### config.mk
export PLATFORM = sky130hd
export DESIGN_NAME = yuv422_pair_to_rgb_flat
export DESIGN_NICKNAME = d
export VERILOG_FILES = /design/src/y2r_pkg.sv /design/src/y2r_if.sv /design/src/y2r_chroma.sv /design/src/y2r_lane.sv /design/src/y2r_merge.sv /design/src/yuv422_pair_to_rgb.sv /design/src/flat_wrapper.sv
export SDC_FILE = /design/constraint.sdc
export NUM_CORES = 1
export LEC_CHECK = 0
export CORE_MARGIN = 4
export CORE_UTILIZATION = 61
export CTS_BUF_LIST = sky130_fd_sc_hd__clkbuf_4
export DETAILED_ROUTE_END_ITERATION = 8
export DONT_BUFFER_PORTS = 1
export PLACE_DENSITY = 0.8
export SYNTH_ARGS = -nofsm -noshare
export SYNTH_HDL_FRONTEND = slang
export SYNTH_SLANG_ARGS = --single-unit
### constraint.sdc
create_clock -name clk -period 3.33 [get_ports clk]
set_input_delay 0.4995 -clock clk [delete_from_list [all_inputs] [get_ports clk]]
set_output_delay 0.4995 -clock clk [all_outputs]
set_load 0.01 [all_outputs]
### src/y2r_pkg.sv
// Shared types and constants for the 4:2:2 pair to RGB888 converter.
package y2r_pkg;

	localparam int WORD_W  = 16;
	localparam int BYTE_W  = 8;
	localparam int FRAC_W  = 16;
	localparam int COEF_W  = 18;	// unsigned Q1.16 plus a zero sign bit
	localparam int TERM_W  = 27;	// signed Q.16 products and channel sums

	// Q2.16 coefficients, rounded to the nearest 1/65536
	localparam logic signed [COEF_W-1:0] COEF_R_FROM_B = 18'sd89831;
	localparam logic signed [COEF_W-1:0] COEF_G_FROM_B = 18'sd45744;
	localparam logic signed [COEF_W-1:0] COEF_G_FROM_A = 18'sd22127;
	localparam logic signed [COEF_W-1:0] COEF_B_FROM_A = 18'sd113538;

	// Chroma products shared by both pixel lanes
	typedef struct packed {
		logic signed [TERM_W-1:0] r_from_b;
		logic signed [TERM_W-1:0] g_from_b;
		logic signed [TERM_W-1:0] g_from_a;
		logic signed [TERM_W-1:0] b_from_a;
	} chroma_terms_t;

	typedef struct packed {
		logic [BYTE_W-1:0] red;
		logic [BYTE_W-1:0] green;
		logic [BYTE_W-1:0] blue;
	} rgb_t;

endpackage

### src/y2r_if.sv
// Valid/ready channel interfaces for the word-pair input and the RGB pair output.
interface y2r_pair_if;
	logic                          valid;
	logic                          ready;
	logic [y2r_pkg::WORD_W-1:0]    even_word;
	logic [y2r_pkg::WORD_W-1:0]    odd_word;

	modport source (output valid, output even_word, output odd_word, input ready);
	modport sink (input valid, input even_word, input odd_word, output ready);
endinterface

interface y2r_rgb_if;
	logic                          valid;
	logic                          ready;
	logic [y2r_pkg::BYTE_W-1:0]    red_0;
	logic [y2r_pkg::BYTE_W-1:0]    green_0;
	logic [y2r_pkg::BYTE_W-1:0]    blue_0;
	logic [y2r_pkg::BYTE_W-1:0]    red_1;
	logic [y2r_pkg::BYTE_W-1:0]    green_1;
	logic [y2r_pkg::BYTE_W-1:0]    blue_1;

	modport source (output valid, output red_0, output green_0, output blue_0,
		output red_1, output green_1, output blue_1, input ready);
	modport sink (input valid, input red_0, input green_0, input blue_0,
		input red_1, input green_1, input blue_1, output ready);
endinterface

### src/y2r_chroma.sv
// Stage 1: chroma offset removal and the four shared coefficient products.
module y2r_chroma (
	input  logic                          clk,
	input  logic                          load,
	input  logic [y2r_pkg::BYTE_W-1:0]    chroma_a,
	input  logic [y2r_pkg::BYTE_W-1:0]    chroma_b,
	output y2r_pkg::chroma_terms_t        terms_s1
);
	import y2r_pkg::*;

	logic signed [BYTE_W-1:0] ca;
	logic signed [BYTE_W-1:0] cb;
	chroma_terms_t            terms_d;

	// chroma - 128 is the byte with its top bit flipped
	assign ca = {~chroma_a[BYTE_W-1], chroma_a[BYTE_W-2:0]};
	assign cb = {~chroma_b[BYTE_W-1], chroma_b[BYTE_W-2:0]};

	always_comb begin
		terms_d.r_from_b = TERM_W'(COEF_R_FROM_B) * TERM_W'(cb);
		terms_d.g_from_b = TERM_W'(COEF_G_FROM_B) * TERM_W'(cb);
		terms_d.g_from_a = TERM_W'(COEF_G_FROM_A) * TERM_W'(ca);
		terms_d.b_from_a = TERM_W'(COEF_B_FROM_A) * TERM_W'(ca);
	end

	always_ff @(posedge clk) begin
		if (load) begin
			terms_s1 <= terms_d;
		end
	end

endmodule

### src/y2r_lane.sv
// Pixel lane: add the chroma products to luma (green subtracts them), truncate and clamp each channel.
module y2r_lane (
	input  logic [y2r_pkg::BYTE_W-1:0]    luma,
	input  y2r_pkg::chroma_terms_t        terms,
	output y2r_pkg::rgb_t                 pixel
);
	import y2r_pkg::*;

	logic signed [TERM_W-1:0] base;
	logic signed [TERM_W-1:0] sum_r;
	logic signed [TERM_W-1:0] sum_g;
	logic signed [TERM_W-1:0] sum_b;

	// Negative sums truncate to zero or below and clamp to 0
	function automatic logic [BYTE_W-1:0] clamp_q16(input logic signed [TERM_W-1:0] sum);
		logic [BYTE_W-1:0] res;
		if (sum[TERM_W-1]) begin
			res = '0;
		end else if (|sum[TERM_W-2:FRAC_W+BYTE_W]) begin
			res = '1;
		end else begin
			res = sum[FRAC_W+BYTE_W-1:FRAC_W];
		end
		return res;
	endfunction

	assign base  = {{(TERM_W-BYTE_W-FRAC_W){1'b0}}, luma, {FRAC_W{1'b0}}};
	assign sum_r = base + terms.r_from_b;
	assign sum_g = base - terms.g_from_b - terms.g_from_a;
	assign sum_b = base + terms.b_from_a;

	always_comb begin
		pixel.red   = clamp_q16(sum_r);
		pixel.green = clamp_q16(sum_g);
		pixel.blue  = clamp_q16(sum_b);
	end

endmodule

### src/y2r_merge.sv
// Output stage: join both lanes into one result and hold it until taken.
module y2r_merge (
	input  logic                  clk,
	input  logic                  arst_n,
	input  logic                  load,
	input  logic                  take,
	input  y2r_pkg::rgb_t         pixel_0,
	input  y2r_pkg::rgb_t         pixel_1,
	output logic                  valid_q,
	output y2r_pkg::rgb_t         pixel_0_q,
	output y2r_pkg::rgb_t         pixel_1_q
);
	import y2r_pkg::*;

	always_ff @(posedge clk or negedge arst_n) begin
		if (!arst_n) begin
			valid_q <= 1'b0;
		end else if (load) begin
			valid_q <= 1'b1;
		end else if (take) begin
			valid_q <= 1'b0;
		end
	end

	always_ff @(posedge clk) begin
		if (load) begin
			pixel_0_q <= pixel_0;
			pixel_1_q <= pixel_1;
		end
	end

endmodule

### src/yuv422_pair_to_rgb.sv
// Top level: 4:2:2 word pair to two RGB888 pixels, two lanes sharing chroma.
//
// Usage:
//   pair   - valid/ready sink. Each request carries one 4:2:2 word pair:
//            even_word = {chroma A, luma 0}, odd_word = {chroma B, luma 1}.
//   pixels - valid/ready source. Each request carries two RGB888 pixels
//            that share the pair's chroma (red_0..blue_0 from luma 0,
//            red_1..blue_1 from luma 1), each channel truncated toward
//            zero and clamped to 0..255.
// Path: stage 1 registers the four chroma products and both luma bytes on the
//   accepting edge; both pixel lanes then add luma, clamp, and the merged result
//   lands in the output register, which drives pixels.valid.
// Throughput: one pair per clock while pixels.ready stays high, set by the fully
//   pipelined multiplier stage and the two parallel pixel lanes.
// Stall: while pixels.ready is low the output request holds steady; the
//   stage-1 register keeps absorbing one more pair, after which pair.ready
//   drops. No request is dropped or repeated.
// Reset: arst_n clears both valid flags asynchronously; the data registers are not
//   reset, and pair.ready is already high when reset releases.
module yuv422_pair_to_rgb (
	input  logic          clk,
	input  logic          arst_n,
	y2r_pair_if.sink      pair,
	y2r_rgb_if.source     pixels
);
	import y2r_pkg::*;

	logic             valid_s1;
	logic [BYTE_W-1:0] luma_0_s1;
	logic [BYTE_W-1:0] luma_1_s1;
	chroma_terms_t    terms_s1;
	rgb_t             lane_0;
	rgb_t             lane_1;
	rgb_t             pixel_0_q;
	rgb_t             pixel_1_q;
	logic             out_valid_q;
	logic             out_free;
	logic             advance_s1;
	logic             accept_in;

	// Output register frees when empty or when its request is taken this edge
	assign out_free   = !out_valid_q || pixels.ready;
	assign advance_s1 = valid_s1 && out_free;
	assign pair.ready = !valid_s1 || out_free;
	assign accept_in  = pair.valid && pair.ready;

	// Stage 1 valid: fill on accept, drain on advance, hold otherwise
	always_ff @(posedge clk or negedge arst_n) begin
		if (!arst_n) begin
			valid_s1 <= 1'b0;
		end else if (accept_in) begin
			valid_s1 <= 1'b1;
		end else if (advance_s1) begin
			valid_s1 <= 1'b0;
		end
	end

	always_ff @(posedge clk) begin
		if (accept_in) begin
			luma_0_s1 <= pair.even_word[BYTE_W-1:0];
			luma_1_s1 <= pair.odd_word[BYTE_W-1:0];
		end
	end

	// Shared chroma products, computed once per pair
	y2r_chroma u_chroma (
		.clk      (clk),
		.load     (accept_in),
		.chroma_a (pair.even_word[WORD_W-1:BYTE_W]),
		.chroma_b (pair.odd_word[WORD_W-1:BYTE_W]),
		.terms_s1 (terms_s1)
	);

	// One lane per luma sample
	y2r_lane u_lane_0 (
		.luma  (luma_0_s1),
		.terms (terms_s1),
		.pixel (lane_0)
	);

	y2r_lane u_lane_1 (
		.luma  (luma_1_s1),
		.terms (terms_s1),
		.pixel (lane_1)
	);

	// Merge both lanes into the output request
	y2r_merge u_merge (
		.clk       (clk),
		.arst_n    (arst_n),
		.load      (advance_s1),
		.take      (pixels.ready),
		.pixel_0   (lane_0),
		.pixel_1   (lane_1),
		.valid_q   (out_valid_q),
		.pixel_0_q (pixel_0_q),
		.pixel_1_q (pixel_1_q)
	);

	assign pixels.valid   = out_valid_q;
	assign pixels.red_0   = pixel_0_q.red;
	assign pixels.green_0 = pixel_0_q.green;
	assign pixels.blue_0  = pixel_0_q.blue;
	assign pixels.red_1   = pixel_1_q.red;
	assign pixels.green_1 = pixel_1_q.green;
	assign pixels.blue_1  = pixel_1_q.blue;

endmodule

### src/flat_wrapper.sv
// flat-port wrapper written by rule: the top's interface ports become plain ports
module yuv422_pair_to_rgb_flat import y2r_pkg::*;
  (clk, arst_n, pair_valid, pair_even_word, pair_odd_word, pair_ready, pixels_valid, pixels_red_0, pixels_green_0, pixels_blue_0, pixels_red_1, pixels_green_1, pixels_blue_1, pixels_ready);
  y2r_pair_if pair_i ();
  y2r_rgb_if pixels_i ();
  input  logic clk;
  input  logic arst_n;
  input wire logic [$bits(pair_i.valid)-1:0] pair_valid;
  input wire logic [$bits(pair_i.even_word)-1:0] pair_even_word;
  input wire logic [$bits(pair_i.odd_word)-1:0] pair_odd_word;
  output wire logic [$bits(pair_i.ready)-1:0] pair_ready;
  output wire logic [$bits(pixels_i.valid)-1:0] pixels_valid;
  output wire logic [$bits(pixels_i.red_0)-1:0] pixels_red_0;
  output wire logic [$bits(pixels_i.green_0)-1:0] pixels_green_0;
  output wire logic [$bits(pixels_i.blue_0)-1:0] pixels_blue_0;
  output wire logic [$bits(pixels_i.red_1)-1:0] pixels_red_1;
  output wire logic [$bits(pixels_i.green_1)-1:0] pixels_green_1;
  output wire logic [$bits(pixels_i.blue_1)-1:0] pixels_blue_1;
  input wire logic [$bits(pixels_i.ready)-1:0] pixels_ready;
  assign pair_i.valid = pair_valid;
  assign pair_i.even_word = pair_even_word;
  assign pair_i.odd_word = pair_odd_word;
  assign pair_ready = pair_i.ready;
  assign pixels_valid = pixels_i.valid;
  assign pixels_red_0 = pixels_i.red_0;
  assign pixels_green_0 = pixels_i.green_0;
  assign pixels_blue_0 = pixels_i.blue_0;
  assign pixels_red_1 = pixels_i.red_1;
  assign pixels_green_1 = pixels_i.green_1;
  assign pixels_blue_1 = pixels_i.blue_1;
  assign pixels_i.ready = pixels_ready;
  yuv422_pair_to_rgb u_core (.clk(clk), .arst_n(arst_n), .pair(pair_i), .pixels(pixels_i));
endmodule
==> run_summary.xml <==
<?xml version="1.0" encoding="UTF-8"?>
<metrics>
  <group name="outcome">
    <metric name="run_status" unit="">finished, violations left</metric>
    <metric name="violations" unit="">negative setup slack</metric>
  </group>
  <group name="flow_run">
    <metric name="maxCapViolCount" unit="">0</metric>
  </group>
  <group name="timing">
    <metric name="unrepaired_setup_endpoints_after_global_routing" unit="">yes</metric>
    <metric name="tightest_slew" unit="ns">1.133</metric>
    <metric name="fmax" unit="MHz">251.3</metric>
    <metric name="post-route-period-util" unit="">1.195</metric>
    <metric name="worst_clock_skew" unit="ns">0.03326</metric>
    <metric name="timing_hold_violations_final" unit="">0</metric>
    <metric name="max_slew_headroom_at_the_worst_pin" unit="">0.2444</metric>
    <metric name="setup_violations" unit="">57</metric>
    <metric name="timing.final.ws_setup" unit="ns">-0.6498</metric>
    <metric name="slew_violations" unit="">0</metric>
    <metric name="fin_crit" unit="ns">3.980</metric>
  </group>
  <group name="critical_path">
    <metric name="start_kind" unit="">input port</metric>
    <metric name="reg2reg_setup_slack" unit="ns">-0.34</metric>
    <metric name="worst_path_max_delay_cell" unit="">sky130_fd_sc_hd__fa_1</metric>
    <metric name="timing.critical_path.cells" unit="">clkinvlp_4 -&gt; buf_6 -&gt; ha_4 -&gt; ha_1 -&gt; inv_1 -&gt; fa_1 -&gt; inv_1 -&gt; fa_1 -&gt; ha_4 -&gt; or2_2 -&gt; a21oi_2 -&gt; a211oi_2 -&gt; o21a_1 -&gt; o21ai_2 -&gt; or4b_1 -&gt; o311a_1</metric>
    <metric name="timing_worst_setup_path_type" unit="">in -&gt; reg</metric>
    <metric name="longest_individual_stage_delay_on_the_worst_path" unit="ns">0.55</metric>
    <metric name="critPathMaxFanout" unit="">10</metric>
    <metric name="crit_required" unit="ns">3.66</metric>
    <metric name="crit-reg2reg-capture" unit="">u_core.u_merge.pixel_1_q[9]</metric>
    <metric name="worstReg2RegStart" unit="">u_core.u_chroma.terms_s1[68]</metric>
    <metric name="timing.critical_path.to_type" unit="">flip-flop</metric>
    <metric name="worst-r2r-cell-count" unit="">13</metric>
    <metric name="critPathArrivalTime" unit="ns">4.31</metric>
  </group>
  <group name="power_and_ir_drop">
    <metric name="worst_ir_drop_vdd" unit="mV">0.5365</metric>
    <metric name="report.power.total" unit="mW">19.13</metric>
    <metric name="pwr_density_cell" unit="mW/mm^2">946.8</metric>
    <metric name="power.static_leakage" unit="nW">9.633</metric>
  </group>
  <group name="global_routing">
    <metric name="global_route.overflow_total" unit="">0</metric>
    <metric name="grt_antenna_before_repair" unit="">1</metric>
    <metric name="track_usage" unit="">0.2891</metric>
    <metric name="grt_pass1_vias" unit="">13000</metric>
    <metric name="grt_max_degree" unit="">55</metric>
    <metric name="global_route_wire_length_before_repair" unit="um">65250</metric>
  </group>
  <group name="logic_synthesis">
    <metric name="synth_top_area_share" unit="">0.2529</metric>
    <metric name="synthesis.instances" unit="">1491</metric>
    <metric name="synth_common_cells" unit="">sky130_fd_sc_hd__inv_1 (318), sky130_fd_sc_hd__ha_1 (279), sky130_fd_sc_hd__fa_1 (136)</metric>
    <metric name="yosys_warnings" unit="">0</metric>
    <metric name="postSynthRegisterBits" unit="">131</metric>
    <metric name="syn-num-nets" unit="">1942</metric>
    <metric name="netlist.top_cell.by_area" unit="">sky130_fd_sc_hd__edfxtp_1</metric>
    <metric name="synth_area_leaders" unit="">sky130_fd_sc_hd__edfxtp_1 (25%), sky130_fd_sc_hd__ha_1 (23%), sky130_fd_sc_hd__fa_1 (18%)</metric>
    <metric name="synthesis.area_per_instance" unit="um^2">10.27</metric>
    <metric name="synth_cell_type_count" unit="">67</metric>
    <metric name="synth.most_common_cell" unit="">sky130_fd_sc_hd__inv_1</metric>
    <metric name="synthArstFlopShare" unit="">0.01527</metric>
    <metric name="count_of_flip_flops_with_a_built_in_enable_after_synthesis" unit="">129</metric>
    <metric name="synth-seq-area-share" unit="">0.2561</metric>
    <metric name="primary_ff_master_synth" unit="">sky130_fd_sc_hd__edfxtp_1</metric>
    <metric name="syn-cell-area" unit="mm^2">0.01532</metric>
  </group>
  <group name="cells_and_area">
    <metric name="layout.nets" unit="">2260</metric>
    <metric name="final-seq-area" unit="mm^2">0.003924</metric>
    <metric name="ratio_of_cells_with_drive_above_1_in_the_final_layout" unit="">0.3337</metric>
    <metric name="multi_input_area" unit="mm^2">0.01185</metric>
    <metric name="num-fill-cells" unit="">1228</metric>
    <metric name="area_growth" unit="%">31.90</metric>
    <metric name="finalInstanceArea" unit="mm^2">0.02020</metric>
    <metric name="post_layout_cell_count" unit="">2147</metric>
  </group>
  <group name="routing">
    <metric name="vias" unit="">12930</metric>
    <metric name="post-route-drc-count" unit="">0</metric>
    <metric name="drt-total-wl" unit="um">46900</metric>
    <metric name="wire_per_inst" unit="um">21.84</metric>
    <metric name="final_antenna_net_count" unit="">0</metric>
    <metric name="drt_first_pass_iters" unit="">8</metric>
    <metric name="initialDrtViolationCount" unit="">1400</metric>
    <metric name="viasPerCell" unit="">6.020</metric>
  </group>
  <group name="placed_design">
    <metric name="place.detailed.instances" unit="">2041</metric>
    <metric name="place_hpwl" unit="um">30750</metric>
    <metric name="gp_congestion" unit="">0.9488</metric>
    <metric name="placedInstanceArea" unit="mm^2">0.01814</metric>
    <metric name="port_buffers" unit="">0</metric>
  </group>
  <group name="worst_hold_path">
    <metric name="hold_path_depth" unit="">2</metric>
    <metric name="worst_min_delay_path_endpoint" unit="">u_core.u_merge.valid_q</metric>
    <metric name="min_from" unit="">pixels_ready</metric>
    <metric name="worst_min_delay_path_class" unit="">in -&gt; reg</metric>
  </group>
  <group name="clocking">
    <metric name="cts-htree-levels" unit="">4</metric>
    <metric name="cts_num_sinks" unit="">131</metric>
    <metric name="clkTransAtPathRegs" unit="ns">0.16</metric>
    <metric name="cts_inserted_buffers" unit="">17</metric>
    <metric name="clock_path_buffers" unit="">2</metric>
    <metric name="cts_tree" unit="">built</metric>
    <metric name="worstSkewPairLatency" unit="ns">0.58</metric>
    <metric name="clock-root-buffer" unit="">sky130_fd_sc_hd__clkbuf_4</metric>
  </group>
  <group name="floorplanning">
    <metric name="die_x" unit="um">166.5</metric>
    <metric name="io_pins" unit="">86</metric>
    <metric name="chipHeight" unit="um">166.5</metric>
    <metric name="floorplan.initialDensity" unit="">0.6244</metric>
    <metric name="fp.dieArea" unit="mm^2">0.02771</metric>
    <metric name="std_cell_rows" unit="">57</metric>
    <metric name="design.core.area" unit="mm^2">0.02453</metric>
  </group>
</metrics>
what timing repair did:
item / 4_1_cts / 5_1_grt
buffers inserted: 36 / 34
hold buffers: 8 / 12
pin swaps: 96 / 93
endpoints found under the hold margin: 9 / 12
endpoints found under the setup margin: 57 / 75
resized for setup: 118 / 126
metal layers:
| layer | track usage | up-vias | share of wire |
|---|---|---|---|
| met5 | 0 | - | 0 |
| met2 | 0.5250 | 634 | 0.51 |
| met1 | 0.3483 | 6357 | 0.37 |
| met3 | 0.04883 | 211 | 0.060 |
| li1 | - | 5723 | - |
| met4 | 0.09854 | 0 | 0.060 |
worst max-delay path by stage:
stage | startpoint | cells past startpoint | to | slack, ns
after floorplan | pair_even_word[14] | 17 | u_core.u_chroma.terms_s1[47] | -1.02
after global placement | pair_even_word[14] | 15 | u_core.u_chroma.terms_s1[24] | -1.17
after detailed placement | pair_even_word[12] | 17 | u_core.u_chroma.terms_s1[47] | -1.28
after CTS | pair_odd_word[15] | 16 | u_core.u_chroma.terms_s1[77] | -0.51
after global routing | pair_even_word[13] | 18 | u_core.u_chroma.terms_s1[48] | -0.70
final | pair_odd_word[15] | 16 | u_core.u_chroma.terms_s1[77] | -0.65
final cells by class:
class                   count  share of cell area
multi-input cells        1028              0.5865
flip-flops and latches    131              0.1942
repair buffers            313              0.1248
inverters                 318             0.06075
well taps                 324             0.02006
clock inverters            15            0.007245
clock buffers              17            0.006317
diodes                      1           0.0001239
registers in the layout, summed over array words and instances, names as in the netlist:
name                      cells
u_core.luma_1_s1              8
u_core.u_chroma.terms_s1     65
u_core.u_merge.pixel_1_q     24
u_core.valid_s1               1
u_core.u_merge.pixel_0_q     24
u_core.u_merge.valid_q        1
u_core.luma_0_s1              8
placed cells by master, fill, tap and decap left out, types with 13 or more instances in the layout:
| master | instances |
|---|---|
| sky130_fd_sc_hd__a21o_1 | 65 |
| sky130_fd_sc_hd__a21oi_1 | 47 |
| sky130_fd_sc_hd__a21oi_2 | 22 |
| sky130_fd_sc_hd__buf_4 | 265 |
| sky130_fd_sc_hd__buf_6 | 26 |
| sky130_fd_sc_hd__clkbuf_4 | 17 |
| sky130_fd_sc_hd__dlygate4sd3_1 | 20 |
| sky130_fd_sc_hd__edfxtp_1 | 129 |
| sky130_fd_sc_hd__fa_1 | 115 |
| sky130_fd_sc_hd__fa_2 | 21 |
| sky130_fd_sc_hd__ha_1 | 213 |
| sky130_fd_sc_hd__ha_4 | 59 |
| sky130_fd_sc_hd__inv_1 | 270 |
| sky130_fd_sc_hd__inv_2 | 38 |
| sky130_fd_sc_hd__nand2_1 | 34 |
| sky130_fd_sc_hd__nand2b_1 | 17 |
| sky130_fd_sc_hd__nand3_1 | 14 |
| sky130_fd_sc_hd__nor2_1 | 52 |
| sky130_fd_sc_hd__nor3_1 | 13 |
| sky130_fd_sc_hd__o21a_1 | 21 |
| sky130_fd_sc_hd__o21ai_0 | 17 |
| sky130_fd_sc_hd__o21ai_1 | 22 |
| sky130_fd_sc_hd__xnor2_1 | 44 |
| sky130_fd_sc_hd__xor2_1 | 18 |
worst max-delay path, delay by kind of cell:
family                     cells  cell delay [ns]
adders and majority gates      5             1.79
AOI/OAI and AO/OA              5             0.81
and+or+nand+nor                2             0.78
buffers and inverters          4             0.39
where the power goes:
part | internal, mW | total [mW] | leakage [nW] | switching (mW)
clock | 0.392 | 1.12 | 0.141 | 0.725
sequential | 2.70 | 3.08 | 1.26 | 0.384
combinational | 7.30 | 14.9 | 8.23 | 7.63
kinds of logic (layout without fill, tap and decap cells):
logic type,count (synthesis),after routing,synth area share
multiplexers,2,2,0.002124
adder cells (fa/ha/maj),415,415,0.4056
buffers and inverters,332,663,0.08135
AO/OA/AOI/OAI,312,312,0.1372
other,0,1,0
flip-flops,131,131,0.2561
AND/OR/NAND/NOR,223,223,0.07408
XOR/XNOR,76,76,0.04345
through the flow:
stage / setup slack (ns) / utilization / hold WS (ns) / setup TNS (ns)
finish: -0.6498 / 0.8235 / 0.09611 / -21.60
global route: -0.6973 / 0.8235 / 0.07500 / -23.93
CTS: -0.5087 / 0.7863 / 0.0008798 / -12.23
detailed placement: -1.277 / 0.7395 / 0.2040 / -44.73
global placement: -1.170 / 0.7395 / 0.2040 / -39.19
floorplan: -1.022 / - / 0.2039 / -27.58
Note: power is estimated with default switching activity, not from simulation.
